### src/rtl/core/wfsa_pkg.sv
// Shared types and codes of the worst-fit segment allocator.
package wfsa_pkg;

  typedef enum logic [1:0] {
    ST_OK       = 2'd0,
    ST_NOFIT    = 2'd1,
    ST_NOTFOUND = 2'd2,
    ST_FULL     = 2'd3
  } status_e;

  typedef enum logic [3:0] {
    S_INIT,
    S_IDLE,
    S_SCAN,
    S_ADEC,
    S_SHUP,
    S_WHI,
    S_WLO,
    S_RDEC,
    S_SHDN,
    S_RESP
  } state_e;

  typedef enum logic {
    FUNC_ALLOC   = 1'b0,
    FUNC_RELEASE = 1'b1
  } func_e;

  typedef struct packed {
    logic [15:0] start;
    logic [15:0] len;
    logic        free;
  } ent_t;

  typedef struct packed {
    func_e       func;
    logic [15:0] size;
    logic [15:0] off;
  } req_t;

  typedef struct packed {
    status_e     status;
    logic [15:0] offset;
  } res_t;

  localparam int unsigned EntW = $bits(ent_t);
  localparam logic [15:0] PoolLenReset = 16'd1024;
  localparam logic [1:0]  AddrPoolLen = 2'd0;

endpackage

### src/rtl/core/wfsa_ram.sv
// Generic single-write, single-read synchronous RAM with registered read data.
module wfsa_ram #(
  parameter int unsigned WIDTH = 33,
  parameter int unsigned DEPTH = 32,
  parameter int unsigned AW    = $clog2(DEPTH)
) (
  input  logic             clk_i,
  input  logic             we_i,
  input  logic [AW-1:0]    waddr_i,
  input  logic [WIDTH-1:0] wdata_i,
  input  logic             re_i,
  input  logic [AW-1:0]    raddr_i,
  output logic [WIDTH-1:0] rdata_o
);

  logic [WIDTH-1:0] mem_q [DEPTH];
  logic [WIDTH-1:0] rdata_q;

  always_ff @(posedge clk_i) begin
    if (we_i) begin
      mem_q[waddr_i] <= wdata_i;
    end
    if (re_i) begin
      rdata_q <= mem_q[raddr_i];
    end
  end

  assign rdata_o = rdata_q;

endmodule

### src/rtl/core/wfsa_ctrl.sv
// Sequencer that scans, splits, merges and shifts the segment table in memory.
module wfsa_ctrl #(
  parameter int unsigned MAX_SEGMENTS = 32,
  parameter int unsigned IW = $clog2(MAX_SEGMENTS),
  parameter int unsigned CW = $clog2(MAX_SEGMENTS + 1)
) (
  input  logic                  clk_i,
  input  logic                  rst_ni,
  input  logic                  cfg_we_i,
  input  logic [15:0]           pool_len_i,
  input  logic                  req_valid_i,
  output logic                  req_ready_o,
  input  wfsa_pkg::req_t        req_i,
  output logic                  res_valid_o,
  input  logic                  res_ready_i,
  output wfsa_pkg::res_t        res_o,
  output logic                  ram_we_o,
  output logic [IW-1:0]         ram_waddr_o,
  output wfsa_pkg::ent_t        ram_wdata_o,
  output logic                  ram_re_o,
  output logic [IW-1:0]         ram_raddr_o,
  input  wfsa_pkg::ent_t        ram_rdata_i
);
  import wfsa_pkg::*;

  state_e        state_q, state_d;
  req_t          req_q, req_d;
  res_t          res_q, res_d;
  logic [CW-1:0] count_q, count_d;
  logic [CW-1:0] sc_q, sc_d;
  logic [CW-1:0] ri_q, ri_d;
  logic          rv_q, rv_d;
  logic          found_q, found_d;
  logic [IW-1:0] best_idx_q, best_idx_d;
  logic [15:0]   best_len_q, best_len_d;
  logic [15:0]   best_start_q, best_start_d;
  logic          match_q, match_d;
  ent_t          prev_q, prev_d;
  ent_t          cur_q, cur_d;
  logic [IW-1:0] cur_idx_q, cur_idx_d;
  ent_t          nxt_q, nxt_d;
  logic          nxt_ok_q, nxt_ok_d;
  logic          two_q, two_d;
  logic          issue;
  logic          pf, nf;
  logic [CW-1:0] shift_by;

  always_ff @(posedge clk_i or negedge rst_ni) begin
    if (!rst_ni) begin
      state_q <= S_INIT;
      count_q <= CW'(1);
      rv_q    <= 1'b0;
    end else begin
      state_q <= state_d;
      count_q <= count_d;
      rv_q    <= rv_d;
    end
  end

  always_ff @(posedge clk_i) begin
    req_q        <= req_d;
    res_q        <= res_d;
    sc_q         <= sc_d;
    ri_q         <= ri_d;
    found_q      <= found_d;
    best_idx_q   <= best_idx_d;
    best_len_q   <= best_len_d;
    best_start_q <= best_start_d;
    match_q      <= match_d;
    prev_q       <= prev_d;
    cur_q        <= cur_d;
    cur_idx_q    <= cur_idx_d;
    nxt_q        <= nxt_d;
    nxt_ok_q     <= nxt_ok_d;
    two_q        <= two_d;
  end

  assign pf       = (cur_idx_q != '0) && prev_q.free;
  assign nf       = nxt_ok_q && nxt_q.free;
  assign shift_by = two_q ? CW'(2) : CW'(1);

  always_comb begin
    state_d      = state_q;
    req_d        = req_q;
    res_d        = res_q;
    count_d      = count_q;
    sc_d         = sc_q;
    ri_d         = ri_q;
    rv_d         = 1'b0;
    found_d      = found_q;
    best_idx_d   = best_idx_q;
    best_len_d   = best_len_q;
    best_start_d = best_start_q;
    match_d      = match_q;
    prev_d       = prev_q;
    cur_d        = cur_q;
    cur_idx_d    = cur_idx_q;
    nxt_d        = nxt_q;
    nxt_ok_d     = nxt_ok_q;
    two_d        = two_q;
    issue        = 1'b0;
    ram_we_o     = 1'b0;
    ram_waddr_o  = '0;
    ram_wdata_o  = '0;
    ram_re_o     = 1'b0;
    ram_raddr_o  = '0;
    req_ready_o  = 1'b0;
    res_valid_o  = 1'b0;

    unique case (state_q)
      S_INIT: begin
        ram_we_o    = 1'b1;
        ram_wdata_o = '{start: 16'd0, len: pool_len_i, free: 1'b1};
        count_d     = CW'(1);
        state_d     = S_IDLE;
      end
      S_IDLE: begin
        req_ready_o = 1'b1;
        if (req_valid_i) begin
          req_d    = req_i;
          sc_d     = '0;
          found_d  = 1'b0;
          match_d  = 1'b0;
          nxt_ok_d = 1'b0;
          if (req_i.func == FUNC_ALLOC && req_i.size == 16'd0) begin
            res_d   = '{status: ST_NOFIT, offset: 16'd0};
            state_d = S_RESP;
          end else begin
            state_d = S_SCAN;
          end
        end
      end
      S_SCAN: begin
        issue = (sc_q < count_q) && !match_q;
        if (issue) begin
          ram_re_o    = 1'b1;
          ram_raddr_o = sc_q[IW-1:0];
          sc_d        = sc_q + 1'b1;
          ri_d        = sc_q;
        end
        rv_d = issue;
        if (rv_q) begin
          if (req_q.func == FUNC_ALLOC) begin
            if (ram_rdata_i.free && ram_rdata_i.len >= req_q.size &&
                (!found_q || ram_rdata_i.len >= best_len_q)) begin
              found_d      = 1'b1;
              best_idx_d   = ri_q[IW-1:0];
              best_len_d   = ram_rdata_i.len;
              best_start_d = ram_rdata_i.start;
            end
          end else if (match_q) begin
            nxt_d    = ram_rdata_i;
            nxt_ok_d = 1'b1;
            state_d  = S_RDEC;
          end else if (ram_rdata_i.start == req_q.off) begin
            match_d   = 1'b1;
            cur_d     = ram_rdata_i;
            cur_idx_d = ri_q[IW-1:0];
            if (ri_q + 1'b1 >= count_q) begin
              state_d = S_RDEC;
            end
          end else begin
            prev_d = ram_rdata_i;
          end
        end else if (!issue && !match_q) begin
          if (req_q.func == FUNC_ALLOC) begin
            state_d = S_ADEC;
          end else begin
            res_d   = '{status: ST_NOTFOUND, offset: 16'd0};
            state_d = S_RESP;
          end
        end
      end
      S_ADEC: begin
        if (!found_q) begin
          res_d   = '{status: ST_NOFIT, offset: 16'd0};
          state_d = S_RESP;
        end else if (best_len_q == req_q.size) begin
          ram_we_o    = 1'b1;
          ram_waddr_o = best_idx_q;
          ram_wdata_o = '{start: best_start_q, len: best_len_q, free: 1'b0};
          res_d       = '{status: ST_OK, offset: best_start_q};
          state_d     = S_RESP;
        end else if (count_q == CW'(MAX_SEGMENTS)) begin
          res_d   = '{status: ST_FULL, offset: 16'd0};
          state_d = S_RESP;
        end else begin
          sc_d    = count_q - 1'b1;
          state_d = S_SHUP;
        end
      end
      S_SHUP: begin
        issue = sc_q > CW'(best_idx_q);
        if (issue) begin
          ram_re_o    = 1'b1;
          ram_raddr_o = sc_q[IW-1:0];
          sc_d        = sc_q - 1'b1;
          ri_d        = sc_q;
        end
        rv_d = issue;
        if (rv_q) begin
          ram_we_o    = 1'b1;
          ram_waddr_o = ri_q[IW-1:0] + 1'b1;
          ram_wdata_o = ram_rdata_i;
        end else if (!issue) begin
          state_d = S_WHI;
        end
      end
      S_WHI: begin
        ram_we_o    = 1'b1;
        ram_waddr_o = best_idx_q + 1'b1;
        ram_wdata_o = '{start: best_start_q + req_q.size,
                        len: best_len_q - req_q.size, free: 1'b1};
        state_d     = S_WLO;
      end
      S_WLO: begin
        ram_we_o    = 1'b1;
        ram_waddr_o = best_idx_q;
        ram_wdata_o = '{start: best_start_q, len: req_q.size, free: 1'b0};
        count_d     = count_q + 1'b1;
        res_d       = '{status: ST_OK, offset: best_start_q};
        state_d     = S_RESP;
      end
      S_RDEC: begin
        ram_we_o = !cur_q.free;
        if (cur_q.free) begin
          res_d   = '{status: ST_NOTFOUND, offset: 16'd0};
          state_d = S_RESP;
        end else if (pf && nf) begin
          ram_waddr_o = cur_idx_q - 1'b1;
          ram_wdata_o = '{start: prev_q.start,
                          len: prev_q.len + cur_q.len + nxt_q.len, free: 1'b1};
          two_d       = 1'b1;
          sc_d        = CW'(cur_idx_q) + CW'(2);
          state_d     = S_SHDN;
        end else if (pf) begin
          ram_waddr_o = cur_idx_q - 1'b1;
          ram_wdata_o = '{start: prev_q.start, len: prev_q.len + cur_q.len, free: 1'b1};
          two_d       = 1'b0;
          sc_d        = CW'(cur_idx_q) + CW'(1);
          state_d     = S_SHDN;
        end else if (nf) begin
          ram_waddr_o = cur_idx_q;
          ram_wdata_o = '{start: cur_q.start, len: cur_q.len + nxt_q.len, free: 1'b1};
          two_d       = 1'b0;
          sc_d        = CW'(cur_idx_q) + CW'(2);
          state_d     = S_SHDN;
        end else begin
          ram_waddr_o = cur_idx_q;
          ram_wdata_o = '{start: cur_q.start, len: cur_q.len, free: 1'b1};
          res_d       = '{status: ST_OK, offset: 16'd0};
          state_d     = S_RESP;
        end
      end
      S_SHDN: begin
        issue = sc_q < count_q;
        if (issue) begin
          ram_re_o    = 1'b1;
          ram_raddr_o = sc_q[IW-1:0];
          sc_d        = sc_q + 1'b1;
          ri_d        = sc_q;
        end
        rv_d = issue;
        if (rv_q) begin
          ram_we_o    = 1'b1;
          ram_waddr_o = IW'(ri_q - shift_by);
          ram_wdata_o = ram_rdata_i;
        end else if (!issue) begin
          count_d = count_q - shift_by;
          res_d   = '{status: ST_OK, offset: 16'd0};
          state_d = S_RESP;
        end
      end
      S_RESP: begin
        res_valid_o = 1'b1;
        if (res_ready_i) begin
          state_d = S_IDLE;
        end
      end
      default: begin
        state_d = S_INIT;
      end
    endcase

    if (cfg_we_i) begin
      state_d = S_INIT;
    end
  end

  assign res_o = res_q;

endmodule

### src/rtl/core/worst_fit_segment_allocator.sv
// Top level of the worst-fit segment allocator: register port, streams and table memory.
//
//  Channel   Direction  Carries
//  s_axis    in         tuser: func; tdata: request_size, release_offset
//  m_axis    out        tdata: granted_offset, status
//  apb       in/out     pool_length at byte address 0
//
// One transaction at a time; the next request is taken only after the result is handed on.
// An allocate scans every segment and, when it splits one, shifts the entries above it up
// by one; a release scans up to the entry after the released one and, when it merges, shifts
// the entries above it down. A rejected request answers without shifting any entries.
// After reset or a pool_length write the table is set up again as one free segment.
// A result waits in the output register while m_axis_tready is low.
module worst_fit_segment_allocator #(
  parameter int unsigned MAX_SEGMENTS = 32
) (
  input  logic        clk_i,
  input  logic        rst_ni,
  input  logic        psel,
  input  logic        penable,
  input  logic        pwrite,
  input  logic [1:0]  paddr,
  input  logic [31:0] pwdata,
  output logic [31:0] prdata,
  output logic        pready,
  input  logic        s_axis_tvalid,
  output logic        s_axis_tready,
  input  logic [31:0] s_axis_tdata,  // request_size, release_offset
  input  logic        s_axis_tuser,  // func
  output logic        m_axis_tvalid,
  input  logic        m_axis_tready,
  output logic [23:0] m_axis_tdata   // granted_offset, status
);
  import wfsa_pkg::*;

  localparam int unsigned IW = $clog2(MAX_SEGMENTS);
  localparam int unsigned CW = $clog2(MAX_SEGMENTS + 1);

  logic [15:0]   pool_len_q, pool_len_d;
  logic          cfg_we;
  logic          out_v_q, out_v_d;
  res_t          out_q, out_d;
  req_t          req;
  res_t          res;
  logic          res_valid, res_ready;
  logic          ram_we, ram_re;
  logic [IW-1:0] ram_waddr, ram_raddr;
  ent_t          ram_wdata, ram_rdata;

  assign pready = 1'b1;
  assign prdata = {16'd0, pool_len_q};
  assign cfg_we = psel && penable && pwrite && (paddr == AddrPoolLen);
  assign pool_len_d = cfg_we ? pwdata[15:0] : pool_len_q;

  assign req = '{func: func_e'(s_axis_tuser), size: s_axis_tdata[15:0],
                 off: s_axis_tdata[31:16]};

  assign res_ready = !out_v_q || m_axis_tready;
  assign out_v_d   = (res_valid && res_ready) || (out_v_q && !m_axis_tready);
  assign out_d     = (res_valid && res_ready) ? res : out_q;

  always_ff @(posedge clk_i or negedge rst_ni) begin
    if (!rst_ni) begin
      pool_len_q <= PoolLenReset;
      out_v_q    <= 1'b0;
    end else begin
      pool_len_q <= pool_len_d;
      out_v_q    <= out_v_d;
    end
  end

  always_ff @(posedge clk_i) begin
    out_q <= out_d;
  end

  assign m_axis_tvalid = out_v_q;
  assign m_axis_tdata  = {6'd0, out_q.status, out_q.offset};

  wfsa_ctrl #(
    .MAX_SEGMENTS(MAX_SEGMENTS),
    .IW          (IW),
    .CW          (CW)
  ) u_ctrl (
    .clk_i      (clk_i),
    .rst_ni     (rst_ni),
    .cfg_we_i   (cfg_we),
    .pool_len_i (pool_len_q),
    .req_valid_i(s_axis_tvalid),
    .req_ready_o(s_axis_tready),
    .req_i      (req),
    .res_valid_o(res_valid),
    .res_ready_i(res_ready),
    .res_o      (res),
    .ram_we_o   (ram_we),
    .ram_waddr_o(ram_waddr),
    .ram_wdata_o(ram_wdata),
    .ram_re_o   (ram_re),
    .ram_raddr_o(ram_raddr),
    .ram_rdata_i(ram_rdata)
  );

  wfsa_ram #(
    .WIDTH(EntW),
    .DEPTH(MAX_SEGMENTS),
    .AW   (IW)
  ) u_ram (
    .clk_i  (clk_i),
    .we_i   (ram_we),
    .waddr_i(ram_waddr),
    .wdata_i(ram_wdata),
    .re_i   (ram_re),
    .raddr_i(ram_raddr),
    .rdata_o(ram_rdata)
  );

endmodule
### config.mk
export PLATFORM = sky130hd
export DESIGN_NAME = worst_fit_segment_allocator
export DESIGN_NICKNAME = d
export VERILOG_FILES = /design/src/rtl/core/wfsa_pkg.sv /design/src/rtl/core/wfsa_ram.sv /design/src/rtl/core/wfsa_ctrl.sv /design/src/rtl/core/worst_fit_segment_allocator.sv
export SDC_FILE = /design/constraint.sdc
export NUM_CORES = 2
export LEC_CHECK = 0
export BUFFER_PORTS_ARGS = -buffer_cell sky130_fd_sc_hd__buf_2
export CAP_MARGIN = 0
export CORE_MARGIN = 2
export CORE_UTILIZATION = 35
export CTS_CLUSTER_DIAMETER = 40
export DETAILED_ROUTE_END_ITERATION = 10
export GPL_TIMING_DRIVEN = 0
export SYNTH_ARGS = -nofsm -noshare
export SYNTH_HDL_FRONTEND = slang
export SYNTH_SLANG_ARGS = --single-unit
### constraint.sdc
create_clock -name clk_i -period 7 [get_ports clk_i]
set_input_delay 1.05 -clock clk_i [delete_from_list [all_inputs] [get_ports clk_i]]
set_output_delay 1.05 -clock clk_i [all_outputs]
set_load 0.1 [all_outputs]
==> results.sh <==
export IMPL_syn_area_per_cell_um2=15.0
export IMPL_reg2reg_setup_slack_ns=0.62
export IMPL_area_growth_synth_to_final_pct=17.9
export IMPL_status="finished with violations"
export IMPL_worst_path_cell_with_the_longest_stage_delay="clkbuf_1"
export IMPL_grt_antenna_before_repair=9
export IMPL_drive_gt1_share_pct=16.0
export IMPL_cts_max_path_buffers=3
export IMPL_crit_path_max_incr_delay_ns=0.88
export IMPL_worst_path_max_fanout=10
export IMPL_rr_worst_depth=14
export IMPL_worstMarginPinSlew_ns=1.56
export IMPL_post_cts_buffers=0
export IMPL_cts_tree="yes"
export IMPL_total_power_mw=26.9
export IMPL_postSynthCellCount=3848
export IMPL_floorplan_initialDensity_pct=35.1
export IMPL_drc_errors=0
export IMPL_chipHeight_um=410
export IMPL_cap_violations=1
export IMPL_finalClockSkew_ns=0.0317
export IMPL_setup_worst_path_end_class="register"
export IMPL_core_area_um2=164000
export IMPL_netlist_area_um2=57700
export IMPL_synthFlopType="edfxtp_1"
export IMPL_detail_route_iter0_violations=5106
export IMPL_critPathRequiredTime_ns=7.51
export IMPL_vias=37500
export IMPL_grt_setup_unrepaired="false"
export IMPL_cts_root_buf="clkbuf_16"
export IMPL_final_hold_viol_count=0
export IMPL_place_port_buffers=93
export IMPL_violated_checks="capacitance limit, slew limit"
export IMPL_drt_pass1_iter_count=6
export IMPL_fraction_of_synthesis_flops_using_an_asynchronous_set_or_reset_pin_pct=2.11
export IMPL_grt_remaining_overflow=0
export IMPL_clk_insertion_delay_late_ns=0.81
export IMPL_timing_final_max_slew_violations=11
export IMPL_power_density_cell_area_nw_per_um2=395
export IMPL_cellLeakagePower_nw=22.7
export IMPL_via_per_inst=5.75
export IMPL_setup_viol=0
export IMPL_crit_path_setup_slack_layout_ns=0.618
export IMPL_depth_of_the_cts_h_tree=4
export IMPL_final_period_utilization_pct=91.2
export IMPL_placed_cell_area_um2=62900
export IMPL_grt_pass1_vias=35800
export IMPL_period_needed_ns=6.38
export IMPL_timing_critical_path_from_type="register"
export IMPL_mostFrequentLayoutCells="edfxtp_1 (1299), clkbuf_1 (178), clkbuf_16 (158), a21oi_1 (148), ha_1 (145)"
export IMPL_synth_sequential_area_ratio_pct=68.8
export IMPL_die_area_um2=168000
export IMPL_drtAntennaViolNets=0
export IMPL_worst_setup_hold_path_clk_slew_ns=0.05
export IMPL_post_layout_nonfiller_instances=6517
export IMPL_worstSetupPathType="register to register"
export IMPL_post_synth_main_area_contributors="edfxtp_1 (68%), ha_1 (3.1%), mux2i_1 (2.0%)"
export IMPL_synth_lib_cells_used_distinct=90
export IMPL_hp_class="input port to async pin"
export IMPL_cts_num_sinks=1327
export IMPL_cts_resized=0
export IMPL_gp_congestion=0.959
export IMPL_most_area_hungry_cell_type_in_the_yosys_netlist="edfxtp_1"
export IMPL_layout_cells_most_common="edfxtp_1"
export IMPL_floorplan_io_pins=133
export IMPL_placement_rows=149
export IMPL_synth_warnings=0
export IMPL_grt_max_degree=44
export IMPL_die_x_um=410
export IMPL_worst_slack_at_placement_ns=0.953
export IMPL_synth_edff_count=1299
export IMPL_finish_net_count=4424
export IMPL_ir_worst_vdd_uv=245
export IMPL_drt_wl_total_mm=183
export IMPL_route_detailed_wl_per_inst_um=28.0
export IMPL_dp_final_hpwl_mm=130
export IMPL_yosysTopAreaCellShare_pct=67.6
export IMPL_slew_headroom_pct=-4.12
export IMPL_ys_ff_latch=1327
export IMPL_crit_arrival_ns=6.90
export IMPL_grt_first_pass_wirelength_mm=258
export IMPL_crit_chain="buf_4 -> clkinv_1 -> clkbuf_1 -> ha_1 -> and4b_1 -> a21oi_1 -> a32oi_2 -> buf_4 -> inv_2 -> and2_1 -> clkbuf_1 -> buf_2 -> o2111ai_1 -> a32o_1"
export IMPL_track_usage_pct=21.3
export IMPL_final_hold_worst_slack_ns=0.394
export IMPL_numPlacedInstances=6228
export IMPL_finish_instance_area_um2=68100
export IMPL_cts_hold_buffers_added=0
export IMPL_cts_buffers_inserted=155
export IMPL_max_freq_ghz=0.157
path summary, 6_finish.rpt:
kind | startpoint | to
setup / recovery | u_ctrl.sc_q[0] | u_ram.rdata_o[15]
hold / removal | rst_ni | u_ctrl.count_q[4]
setup reg to reg | u_ctrl.sc_q[0] | u_ram.rdata_o[15]
hold reg to reg | u_ctrl.res_o[0] | m_axis_tdata[0]
max in group asynchronous | rst_ni | pool_len_q[0]
min in group clk_i | u_ctrl.res_o[0] | m_axis_tdata[0]
report_power, final:
| part | internal, mW | switching [mW] | total (mW) |
|---|---|---|---|
| registers | 10.1 | 0.411 | 10.5 |
| clock network | 4.66 | 3.47 | 8.13 |
| logic | 2.30 | 5.98 | 8.28 |
| total | 17.0 | 9.86 | 26.9 |
state kept, by name (all words and copies together) (netlist names), 17 cells and up:
register       flops
u_ram.mem_q     1056
u_ctrl.cur_q      33
u_ctrl.prev_q     33
u_ctrl.req_q      33
u_ram.rdata_o     33
m_axis_tdata      18
u_ctrl.res_o      18
u_ctrl.nxt_q      17
worst max-delay path: cells and delay by family (launching register included):
family | cells | cell delay [ns]
AOI/OAI and AO/OA | 4 | 1.83
adders and majority gates | 1 | 0.39
buffers and inverters | 7 | 2.96
DFF | 1 | 0.47
and+or+nand+nor | 2 | 0.45
kinds of logic (layout without fill, tap and decap cells):
| group | after synthesis | after routing | share of synthesized area [%] |
|---|---|---|---|
| DFF | 1327 | 1327 | 68.8 |
| AOI/OAI and AO/OA | 995 | 995 | 12.6 |
| and+or+nand+nor | 713 | 713 | 6.39 |
| buffers and inverters | 347 | 804 | 2.63 |
| muxes | 209 | 209 | 4.61 |
| adders and majority gates | 153 | 153 | 3.42 |
| xor gates and xnor gates | 102 | 102 | 1.55 |
| other | 2 | 25 | 0.0130 |
area by class of cell:
type,count,area [um^2]
Antenna cell,2,5.00
Buffer,259,1190
Clock buffer,169,4010
Clock inverter,117,1150
Fill cell,14900,96400
Inverter,88,330
Multi-Input combinational cell,2195,17000
Sequential cell,1327,39700
Tap cell,2189,2740
Timing Repair Buffer,171,1890
Yosys cell counts (all sizes together) (31+ instances only):
library cell	n
and3	42
o21ai	132
nor2	140
mux4	40
a21oi	148
edfxtp	1299
inv	86
o221ai	73
nor3	31
nand2b	48
a22oi	38
a31oi	43
buf	91
a2111oi	39
clkbuf	168
ha	145
o211ai	47
xnor2	78
nand2	139
a211oi	118
mux2i	113
or3	43
nand3	96
mux2	56
a21o	39
o22ai	42
nor2b	83
o311ai	32
a311o	33
a221o	34
a32o	32
o2111ai	37
metal layers:
| metal | vias to the layer above | wire, um | GRT usage, % |
|---|---|---|---|
| met5 | - | 81 | 0 |
| met4 | 12 | 9070 | 10.2 |
| met3 | 367 | 16900 | 4.29 |
| li1 | 16200 | - | - |
| met2 | 1970 | 82700 | 32.7 |
| met1 | 18900 | 74000 | 28.8 |
per-stage QoR:
stage	TNS, ns	util, %
final	0	41.4
after detailed placement	0	38.2
after global routing	0	41.4
after floorplan	0	-
after global placement	-263.53	37.1
after CTS	0	41.4
Power figures use the tool's default switching activity.
